[config.mk]
export PLATFORM = sky130hd
export DESIGN_NAME = base62_scaled_text_cipher
export DESIGN_NICKNAME = d
export VERILOG_FILES = /design/src/sv/b62stc_pkg.sv /design/src/sv/b62stc_ctrl.sv /design/src/sv/b62stc_dp.sv /design/src/sv/base62_scaled_text_cipher.sv
export SDC_FILE = /design/constraint.sdc
export NUM_CORES = 2
export LEC_CHECK = 0
export ABC_AREA = 1
export BUFFER_PORTS_ARGS = -buffer_cell sky130_fd_sc_hd__buf_2
export CAP_MARGIN = 5
export CORE_MARGIN = 2
export CORE_UTILIZATION = 40
export CTS_CLUSTER_DIAMETER = 30
export DETAILED_ROUTE_END_ITERATION = 7
export PLACE_DENSITY = 0.56
export SYNTH_ARGS = -nofsm -noshare
export SYNTH_HDL_FRONTEND = slang
export SYNTH_HIERARCHICAL = 1
export SYNTH_SLANG_ARGS = --single-unit
[constraint.sdc]
create_clock -name clk -period 8.3 [get_ports clk]
set_input_delay 0.415 -clock clk [delete_from_list [all_inputs] [get_ports clk]]
set_output_delay 0.415 -clock clk [all_outputs]
set_load 0.05 [all_outputs]
[src/sv/b62stc_pkg.sv]
package b62stc_pkg;

    localparam int ACC_W      = 56;
    localparam int CFG_DATA_W = 40;
    localparam int CFG_IDX_W  = 2;
    localparam int SCALE_W    = 15;     // width of byte * 67

    localparam logic [CFG_IDX_W-1:0] CFG_DECODE_MODE = 2'd0;
    localparam logic [CFG_IDX_W-1:0] CFG_KEY_VALUE   = 2'd1;

    localparam logic [6:0] RADIX      = 7'd62;
    localparam logic [7:0] SPACE_CHAR = 8'h20;

    typedef struct packed {
        logic       valid;
        logic [5:0] value;
    } b62stc_digit_t;

    typedef struct packed {
        logic take;         // input word accepted this cycle
        logic mul;          // load product into the shift register
        logic div_start;    // clear remainder before a radix division
        logic enc_step;     // eight bits of division by 62
        logic digit_store;  // write the finished digit, advance the count
        logic dec_step;     // one bit of division by key*67
        logic emit_digit;
        logic emit_space;
        logic emit_dec;
    } b62stc_cmd_t;

    typedef struct packed {
        logic decode_mode;
        logic in_is_space;
        logic prod_zero;
        logic n_full;
        logic n_zero;
        logic out_free;
    } b62stc_sts_t;

    // shift register width: product rounded up to whole bytes, at least the accumulator
    function automatic int sh_width(input int key_bits);
        int qw;
        qw = ((key_bits + SCALE_W + 7) >> 3) << 3;
        return (qw > ACC_W) ? qw : ACC_W;
    endfunction

    function automatic b62stc_digit_t digit_of(input logic [7:0] c);
        b62stc_digit_t d;
        d.valid = 1'b1;
        d.value = 6'd0;
        if (c >= 8'h30 && c <= 8'h39) begin
            d.value = 6'(c - 8'h30);
        end else if (c >= 8'h61 && c <= 8'h7a) begin
            d.value = 6'(c - 8'h61 + 8'd10);
        end else if (c >= 8'h41 && c <= 8'h5a) begin
            d.value = 6'(c - 8'h41 + 8'd36);
        end else begin
            d.valid = 1'b0;
        end
        return d;
    endfunction

    function automatic logic [7:0] char_of(input logic [5:0] d);
        logic [7:0] c;
        if (d < 6'd10) begin
            c = 8'h30 + 8'(d);
        end else if (d < 6'd36) begin
            c = 8'h61 + 8'(d - 6'd10);
        end else if (d < 6'd62) begin
            c = 8'h41 + 8'(d - 6'd36);
        end else begin
            c = 8'h30;
        end
        return c;
    endfunction

endpackage

[src/sv/b62stc_ctrl.sv]
module b62stc_ctrl
    import b62stc_pkg::*;
#(
    parameter int KEY_BITS = 40
) (
    input  logic        clk,
    input  logic        rst_n,
    input  logic        in_valid,
    output logic        in_stall,
    input  b62stc_sts_t sts,
    output b62stc_cmd_t cmd
);

    localparam int SH_W  = sh_width(KEY_BITS);
    localparam int CNT_W = $clog2(SH_W);
    localparam logic [CNT_W-1:0] ENC_LAST = CNT_W'(SH_W / 8 - 1);
    localparam logic [CNT_W-1:0] DEC_LAST = CNT_W'(SH_W - 1);

    typedef enum logic [6:0] {
        S_IDLE  = 7'b0000001,
        S_MUL   = 7'b0000010,
        S_ECHK  = 7'b0000100,
        S_EDIV  = 7'b0001000,
        S_EEMIT = 7'b0010000,
        S_DDIV  = 7'b0100000,
        S_DEMIT = 7'b1000000
    } state_t;

    state_t           state_reg, state_next;
    logic [CNT_W-1:0] cnt_reg, cnt_next;

    always_ff @(posedge clk or negedge rst_n)
    begin
        if (!rst_n)
        begin
            state_reg <= S_IDLE;
            cnt_reg   <= '0;
        end
        else
        begin
            state_reg <= state_next;
            cnt_reg   <= cnt_next;
        end
    end

    assign in_stall = (state_reg != S_IDLE);

    always_comb
    begin
        state_next = state_reg;
        cnt_next   = cnt_reg;
        cmd        = '0;
        unique case (state_reg)
            S_IDLE:
            begin
                if (in_valid)
                begin
                    cmd.take = 1'b1;
                    cnt_next = '0;
                    if (!sts.decode_mode)
                    begin
                        state_next = S_MUL;
                    end
                    else if (sts.in_is_space)
                    begin
                        state_next = S_DDIV;
                    end
                end
            end
            S_MUL:
            begin
                cmd.mul    = 1'b1;
                state_next = S_ECHK;
            end
            S_ECHK:
            begin
                if (sts.prod_zero || sts.n_full)
                begin
                    state_next = S_EEMIT;
                end
                else
                begin
                    cmd.div_start = 1'b1;
                    cnt_next      = '0;
                    state_next    = S_EDIV;
                end
            end
            S_EDIV:
            begin
                cmd.enc_step = 1'b1;
                cnt_next     = cnt_reg + 1'b1;
                if (cnt_reg == ENC_LAST)
                begin
                    cmd.digit_store = 1'b1;
                    state_next      = S_ECHK;
                end
            end
            S_EEMIT:
            begin
                if (sts.out_free)
                begin
                    if (sts.n_zero)
                    begin
                        cmd.emit_space = 1'b1;
                        state_next     = S_IDLE;
                    end
                    else
                    begin
                        cmd.emit_digit = 1'b1;
                    end
                end
            end
            S_DDIV:
            begin
                cmd.dec_step = 1'b1;
                cnt_next     = cnt_reg + 1'b1;
                if (cnt_reg == DEC_LAST)
                begin
                    state_next = S_DEMIT;
                end
            end
            S_DEMIT:
            begin
                if (sts.out_free)
                begin
                    cmd.emit_dec = 1'b1;
                    state_next   = S_IDLE;
                end
            end
            default:
            begin
                state_next = S_IDLE;
            end
        endcase
    end

endmodule

[src/sv/b62stc_dp.sv]
module b62stc_dp
    import b62stc_pkg::*;
#(
    parameter int KEY_BITS   = 40,
    parameter int MAX_DIGITS = 10
) (
    input  logic                  clk,
    input  logic                  rst_n,
    input  logic                  cfg_write_en,
    input  logic [CFG_IDX_W-1:0]  cfg_index,
    input  logic [CFG_DATA_W-1:0] cfg_data,
    input  logic [7:0]            in_byte,
    input  logic                  out_stall,
    output logic                  out_valid,
    output logic [7:0]            out_byte,
    output logic                  last_of_run,
    output logic                  bad_text,
    input  b62stc_cmd_t           cmd,
    output b62stc_sts_t           sts
);

    localparam int SH_W   = sh_width(KEY_BITS);
    localparam int PROD_W = SCALE_W + KEY_BITS;
    localparam int DIV_W  = KEY_BITS + 7;
    localparam int NW     = $clog2(MAX_DIGITS + 1);
    localparam int IDX_W  = $clog2(MAX_DIGITS);

    logic                  mode_reg, mode_next;
    logic [KEY_BITS-1:0]   key_reg, key_next;
    logic [ACC_W-1:0]      acc_reg, acc_next;
    logic                  ov_reg, ov_next;
    logic [NW-1:0]         n_reg, n_next;
    logic                  out_valid_reg, out_valid_next;

    logic [SCALE_W-1:0]    m_reg, m_next;
    logic [SH_W-1:0]       sh_reg, sh_next;
    logic [DIV_W-1:0]      rem_reg, rem_next;
    logic [DIV_W-1:0]      divisor_reg, divisor_next;
    logic                  bad_word_reg, bad_word_next;
    logic [7:0]            out_byte_reg, out_byte_next;
    logic                  last_reg, last_next;
    logic                  bad_reg, bad_next;
    logic [5:0]            buf_reg [MAX_DIGITS];

    logic [PROD_W-1:0]     prod;
    logic [ACC_W+6:0]      acc_mac;
    b62stc_digit_t         dig;
    logic                  key_zero;
    logic                  out_free;
    logic [5:0]            enc_rem;
    logic [7:0]            enc_q;
    logic [DIV_W:0]        dec_try;
    logic                  dec_qb;
    logic [DIV_W-1:0]      dec_rem;
    logic [IDX_W-1:0]      rd_idx;

    assign prod     = PROD_W'(m_reg) * PROD_W'(key_reg);
    assign dig      = digit_of(in_byte);
    assign key_zero = (key_reg == '0);
    assign out_free = !out_valid_reg || !out_stall;
    assign rd_idx   = IDX_W'(n_reg - 1'b1);
    // acc*62 + d, checked against the 56-bit range
    assign acc_mac  = ((ACC_W+7)'(acc_reg) << 6) - ((ACC_W+7)'(acc_reg) << 1)
                      + (ACC_W+7)'(dig.value);

    // eight restoring steps of division by 62
    always_comb
    begin
        logic [6:0] r7;
        logic [5:0] r6;
        r6    = rem_reg[5:0];
        enc_q = '0;
        for (int j = 0; j < 8; j++)
        begin
            r7 = {r6, sh_reg[SH_W-1-j]};
            if (r7 >= RADIX)
            begin
                r6         = 6'(r7 - RADIX);
                enc_q[7-j] = 1'b1;
            end
            else
            begin
                r6 = r7[5:0];
            end
        end
        enc_rem = r6;
    end

    always_comb
    begin
        dec_try = {rem_reg, sh_reg[SH_W-1]};
        dec_qb  = (dec_try >= {1'b0, divisor_reg});
        dec_rem = dec_qb ? DIV_W'(dec_try - {1'b0, divisor_reg}) : dec_try[DIV_W-1:0];
    end

    always_comb
    begin
        mode_next      = mode_reg;
        key_next       = key_reg;
        acc_next       = acc_reg;
        ov_next        = ov_reg;
        n_next         = n_reg;
        out_valid_next = out_valid_reg;
        m_next         = m_reg;
        sh_next        = sh_reg;
        rem_next       = rem_reg;
        divisor_next   = divisor_reg;
        bad_word_next  = bad_word_reg;
        out_byte_next  = out_byte_reg;
        last_next      = last_reg;
        bad_next       = bad_reg;

        if (cfg_write_en && cfg_index == CFG_DECODE_MODE)
        begin
            mode_next = cfg_data[0];
        end
        if (cfg_write_en && cfg_index == CFG_KEY_VALUE)
        begin
            key_next = KEY_BITS'({{KEY_BITS{1'b0}}, cfg_data});
        end

        if (out_valid_reg && !out_stall)
        begin
            out_valid_next = 1'b0;
        end

        if (cmd.take)
        begin
            if (!mode_reg)
            begin
                m_next = (SCALE_W'(in_byte) << 6) + (SCALE_W'(in_byte) << 1)
                         + SCALE_W'(in_byte);
                n_next = '0;
            end
            else if (in_byte == SPACE_CHAR)
            begin
                sh_next       = SH_W'(acc_reg);
                rem_next      = '0;
                divisor_next  = (DIV_W'(key_reg) << 6) + (DIV_W'(key_reg) << 1)
                                + DIV_W'(key_reg);
                bad_word_next = ov_reg || key_zero;
                acc_next      = '0;
                ov_next       = 1'b0;
            end
            else if (!dig.valid)
            begin
                ov_next = 1'b1;
            end
            else if (!ov_reg)
            begin
                if (acc_mac[ACC_W+6:ACC_W] != '0)
                begin
                    ov_next = 1'b1;
                end
                else
                begin
                    acc_next = acc_mac[ACC_W-1:0];
                end
            end
        end

        if (cmd.mul)
        begin
            sh_next = SH_W'(prod);
        end
        if (cmd.div_start)
        begin
            rem_next = '0;
        end
        if (cmd.enc_step)
        begin
            sh_next  = {sh_reg[SH_W-9:0], enc_q};
            rem_next = DIV_W'(enc_rem);
        end
        if (cmd.digit_store)
        begin
            n_next = n_reg + 1'b1;
        end
        if (cmd.dec_step)
        begin
            sh_next  = {sh_reg[SH_W-2:0], dec_qb};
            rem_next = dec_rem;
        end

        if (cmd.emit_digit)
        begin
            out_byte_next  = char_of(buf_reg[rd_idx]);
            last_next      = 1'b0;
            bad_next       = 1'b0;
            out_valid_next = 1'b1;
            n_next         = n_reg - 1'b1;
        end
        if (cmd.emit_space)
        begin
            out_byte_next  = SPACE_CHAR;
            last_next      = 1'b1;
            bad_next       = 1'b0;
            out_valid_next = 1'b1;
        end
        if (cmd.emit_dec)
        begin
            out_byte_next  = bad_word_reg ? 8'd0 : sh_reg[7:0];
            last_next      = 1'b1;
            bad_next       = bad_word_reg;
            out_valid_next = 1'b1;
        end
    end

    always_ff @(posedge clk or negedge rst_n)
    begin
        if (!rst_n)
        begin
            mode_reg      <= 1'b0;
            key_reg       <= KEY_BITS'(1);
            acc_reg       <= '0;
            ov_reg        <= 1'b0;
            n_reg         <= '0;
            out_valid_reg <= 1'b0;
        end
        else
        begin
            mode_reg      <= mode_next;
            key_reg       <= key_next;
            acc_reg       <= acc_next;
            ov_reg        <= ov_next;
            n_reg         <= n_next;
            out_valid_reg <= out_valid_next;
        end
    end

    always_ff @(posedge clk)
    begin
        m_reg        <= m_next;
        sh_reg       <= sh_next;
        rem_reg      <= rem_next;
        divisor_reg  <= divisor_next;
        bad_word_reg <= bad_word_next;
        out_byte_reg <= out_byte_next;
        last_reg     <= last_next;
        bad_reg      <= bad_next;
        if (cmd.digit_store)
        begin
            buf_reg[IDX_W'(n_reg)] <= enc_rem;
        end
    end

    assign out_valid   = out_valid_reg;
    assign out_byte    = out_byte_reg;
    assign last_of_run = last_reg;
    assign bad_text    = bad_reg;

    assign sts.decode_mode = mode_reg;
    assign sts.in_is_space = (in_byte == SPACE_CHAR);
    assign sts.prod_zero   = (sh_reg == '0);
    assign sts.n_full      = (n_reg == NW'(MAX_DIGITS));
    assign sts.n_zero      = (n_reg == '0);
    assign sts.out_free    = out_free;

endmodule

[src/sv/base62_scaled_text_cipher.sv]
// channel   direction  handshake            payload
// in        input      in_valid / in_stall  in_byte
// out       output     out_valid / out_stall out_byte, last_of_run, bad_text
// cfg       input      cfg_write_en         cfg_index, cfg_data
//
// Encode: the byte is scaled (take, then mul), then each digit is divided out by
// the divide-by-62 unit (8 bits a cycle; SH = 56 at the default key width), one
// more check ends the digits, then one character per cycle is emitted while the
// output is not stalled.
// Decode: a text character is taken while the block stays idle; a space runs
// the bit-serial key*67 divider over all SH bits of the shift register.
// Reset is asynchronous; the key resets to 1, the accumulator to zero.
// A stalled output word holds; the next input word is taken while it waits.
module base62_scaled_text_cipher
    import b62stc_pkg::*;
#(
    parameter int KEY_BITS   = 40,
    parameter int MAX_DIGITS = 10
) (
    input  logic                  clk,
    input  logic                  rst_n,
    input  logic                  cfg_write_en,
    input  logic [CFG_IDX_W-1:0]  cfg_index,
    input  logic [CFG_DATA_W-1:0] cfg_data,
    input  logic                  in_valid,
    output logic                  in_stall,
    input  logic [7:0]            in_byte,
    output logic                  out_valid,
    input  logic                  out_stall,
    output logic [7:0]            out_byte,
    output logic                  last_of_run,
    output logic                  bad_text
);

    b62stc_cmd_t cmd;
    b62stc_sts_t sts;

    b62stc_ctrl #(
        .KEY_BITS (KEY_BITS)
    ) u_ctrl (
        .clk      (clk),
        .rst_n    (rst_n),
        .in_valid (in_valid),
        .in_stall (in_stall),
        .sts      (sts),
        .cmd      (cmd)
    );

    b62stc_dp #(
        .KEY_BITS   (KEY_BITS),
        .MAX_DIGITS (MAX_DIGITS)
    ) u_dp (
        .clk          (clk),
        .rst_n        (rst_n),
        .cfg_write_en (cfg_write_en),
        .cfg_index    (cfg_index),
        .cfg_data     (cfg_data),
        .in_byte      (in_byte),
        .out_stall    (out_stall),
        .out_valid    (out_valid),
        .out_byte     (out_byte),
        .last_of_run  (last_of_run),
        .bad_text     (bad_text),
        .cmd          (cmd),
        .sts          (sts)
    );

endmodule

==> flow_metrics.py <==
metrics = {
    "clock_tree": {
        "cts-root-buf": "clkbuf_16",
        "clockBufferDepth": 3,
        "cts_tree": "done",
        "path_clk_slew_ns": 0.05,
        "clock-sinks": 352,
        "clk_latency_ns": 0.67,
        "cts_max_level": 3,
        "cts_buffers": 96,
    },
    "critical_path": {
        "critPathKind": "register to register",
        "reg2regPathDepth": 65,
        "cp-end-kind": "register",
        "path_buf_inv": 3,
        "cp_max_fo": 6,
        "crit_required_ns": 8.71,
        "r2r_slack_ns": 0.50,
        "crit_slowest_cell": "edfxtp_1",
        "worstPathArrival_ns": 8.22,
        "rr_endpoint": "u_dp/sh_reg[0]$_DFFE_PP_",
        "crit_path_start_kind": "register",
        "cpPeakStageDelay_ns": 0.45,
        "critPathTopFamily": "simple AND/OR/NAND/NOR gates",
        "critPathMostFrequentCell": "nand2_1",
        "worstReg2RegStart": "u_dp/rem_reg[0]$_DFFE_PP_",
    },
    "synthesis": {
        "postSynthAreaPerCell_um2": 8.21,
        "synth_edf_count": 235,
        "syn_area_um2": 43700,
        "ys_ff_latch": 352,
        "ys.warnings.count": 6,
        "ys_types": 62,
        "synthArstFlopShare": 0.330,
        "syn_inst": 5328,
        "synthesis.nets": 6237,
        "synth_ff_type": "edfxtp_1",
        "ys_seq_area_frac": 0.228,
    },
    "final_layout": {
        "stdcell_count": 6951,
        "largest_register_ffs": 60,
        "fillers": 10500,
        "nets": 6361,
        "drive_gt1_frac": 0.102,
        "syn2layout_area_growth_pct": 14.8,
    },
    "floorplan": {
        "start_util": 0.402,
        "rows": 121,
        "die_h_um": 335,
        "core_um2": 109000,
        "die_x_um": 335,
        "io_pins": 67,
        "die_area_um2": 112000,
    },
    "timing": {
        "final_hold_viol_count": 0,
        "fmax_mhz": 128,
        "finalSetupTns_ns": 0,
        "relSlewSlack": 0.231,
        "worst_pin_slew_ns": 1.15,
        "period_minus_slack_ns": 7.80,
        "final-setup-viol-count": 0,
        "finalCritPeriodShare": 0.940,
        "maxSlewViolCount": 0,
        "skew_ns": 0.0498,
    },
    "place": {
        "dpl.hpwl_um": 101000,
        "dp.cells": 6699,
        "port_buffers": 66,
        "place.gp.congestion": 0.917,
    },
    "grt": {
        "grt_pass1_wl_um": 206000,
        "track_usage": 0.234,
        "grt_pass1_vias": 36500,
        "antenna_found_initial": 8,
        "grt.overflow.total": 0,
        "grt_max_degree": 69,
    },
    "route": {
        "via_per_inst": 5.17,
        "finalWirelength_um": 129000,
        "ant_nets": 0,
        "first_iter_violations": 2422,
        "first_pass_iters": 5,
        "drc": 0,
        "vias": 35900,
        "wire_per_inst_um": 18.6,
    },
    "min_path": {
        "min_to": "u_dp/key_reg[39]$_DFFE_PN0P_",
        "min-delay-start": "cfg_data[39]",
        "hold_path.class": "primary input to register",
        "hold_depth": 3,
    },
    "run": {
        "drv_cap": 0,
    },
    "outcome": {
        "outcome": "finished clean",
    },
}
what timing repair did:
| item | in CTS | in global routing |
|---|---|---|
| hold endpoints to repair | 92 | 0 |
| gates cloned | 0 | 1 |
| hold buffers | 28 | 0 |
| endpoints found under the setup margin | 48 | 113 |
| pin swaps | 1 | 29 |
| gates resized for setup | 9 | 74 |
| setup buffers | 3 | 37 |
synth_stat cells (3+ instances only):
cell / number / area share
a21o_1: 11 / 0.0019
nand2_4: 6 / 0.0015
buf_1: 10 / 0.00086
nand3_1: 116 / 0.013
o21ai_1: 16 / 0.0018
clkbuf_1: 205 / 0.018
nor3_1: 25 / 0.0029
o22ai_1: 3 / 0.00043
nor2_1: 295 / 0.025
nand2_1: 1200 / 0.10
mux2i_1: 10 / 0.0023
o221ai_1: 45 / 0.0090
nand3_2: 8 / 0.0018
nor4_1: 23 / 0.0033
o21ai_0: 297 / 0.034
xor2_1: 115 / 0.023
a21oi_1: 346 / 0.040
edfxtp_1: 235 / 0.16
nor2_2: 20 / 0.0029
and2_1: 5 / 0.00072
o21a_1: 11 / 0.0019
nand3b_1: 3 / 0.00052
or2_2: 6 / 0.00086
inv_2: 14 / 0.0012
nand4_1: 36 / 0.0052
nor2_4: 14 / 0.0036
o31ai_1: 12 / 0.0021
nand2_2: 23 / 0.0033
xnor2_1: 58 / 0.012
o21bai_1: 13 / 0.0022
buf_4: 3 / 0.00052
mux2_2: 32 / 0.0082
fa_1: 531 / 0.24
a31oi_1: 34 / 0.0049
ha_1: 323 / 0.092
dfrtp_1: 114 / 0.065
o211ai_1: 70 / 0.012
a211oi_1: 5 / 0.00086
a21oi_2: 3 / 0.00060
a21boi_0: 6 / 0.0010
inv_1: 997 / 0.086
o21ai_2: 3 / 0.00060
cell type report:
cell class	count	area (um2)	area share
Multi-Input combinational cell	3742	29400	0.585
Sequential cell	352	9990	0.199
Inverter	1014	3810	0.0758
Clock buffer	118	2630	0.0524
Timing Repair Buffer	246	1840	0.0367
Tap cell	1414	1770	0.0352
Clock inverter	63	771	0.0154
Antenna cell	2	5.00	0.0000997
metrics by stage:
stage / setup WS [ns] / hold WS, ns / util / instance area, um2
after floorplan: 0.433 / 0.119 / - / 43700
after global placement: -0.331 / 0.436 / 0.422 / 45900
after detailed placement: -0.272 / 0.440 / 0.422 / 45900
after CTS: 0.0413 / 0.00364 / 0.456 / 49600
after global routing: -0.0741 / 0.0203 / 0.462 / 50200
final: 0.500 / 0.0340 / 0.462 / 50200
metal layers:
| layer | wire [um] | part of all wire | up-vias | track usage |
|---|---|---|---|---|
| met2 | 60500 | 0.47 | 1017 | 0.384 |
| li1 | - | - | 17200 | - |
| met3 | 8260 | 0.064 | 193 | 0.0419 |
| met4 | 3460 | 0.027 | 4 | 0.0682 |
| met1 | 57100 | 0.44 | 17600 | 0.317 |
| met5 | 26 | 0.00020 | - | 0 |
worst reg2reg max path: cells and delay by family (launching register included):
family          cells  cell delay, ns
simple gates       53            5.03
fa+ha+maj           8            1.57
flops               1            0.45
buf+inv             3            0.30
compound gates      1            0.23
logic make-up after synthesis:
kind of cell / count (synthesis) / share of synthesized area
compound gates: 888 / 0.116
xor+xnor: 173 / 0.0347
fa+ha+maj: 854 / 0.336
buf+inv: 1234 / 0.106
flops: 352 / 0.228
mux: 42 / 0.0105
simple gates: 1785 / 0.169
how the worst max path moves through the flow:
stage	from	endpoint	slack, ns	cells past startpoint
floorplan	u_dp/key_reg[6]$_DFFE_PN0P_	u_dp/sh_reg[54]$_DFFE_PP_	0.43	43
global placement	u_dp/rem_reg[0]$_DFFE_PP_	u_dp/buf_reg[3][3]$_DFFE_PP_	-0.33	62
detailed placement	u_dp/rem_reg[0]$_DFFE_PP_	u_dp/buf_reg[0][3]$_DFFE_PP_	-0.27	62
CTS	u_dp/m_reg[4]$_DFFE_PP_	u_dp/sh_reg[54]$_DFFE_PP_	0.04	41
global route	u_dp/rem_reg[0]$_DFFE_PP_	u_dp/sh_reg[0]$_DFFE_PP_	-0.07	65
finish	u_dp/rem_reg[0]$_DFFE_PP_	u_dp/sh_reg[0]$_DFFE_PP_	0.50	65
cell usage in the layout, fill, tap and decap left out, types with 13 or more instances in the layout:
cell type,synthesis,final
nand2_1,1200,1194
inv_1,997,997
fa_1,531,531
a21oi_1,346,338
ha_1,323,315
nor2_1,295,287
o21ai_0,297,286
edfxtp_1,235,235
buf_4,3,143
xor2_1,115,115
dfrtp_1,114,110
nand3_1,116,106
clkbuf_16,0,100
o211ai_1,70,70
buf_2,2,65
xnor2_1,58,58
o221ai_1,45,45
nand4_1,36,36
a31oi_1,34,33
mux2_2,32,32
dlygate4sd3_1,0,28
nand2_2,23,26
nor2_4,14,25
o21ai_1,16,24
nor3_1,25,23
nor4_1,23,23
nand3_2,8,18
nor2_2,20,17
clkinv_2,1,15
clkinv_1,2,14
inv_2,14,14
bufinv_16,0,13
o21bai_1,13,13
Power is left out: the tool's default activity adds up to more than one toggle a clock period on the data nets, which glitch-free logic cannot reach.
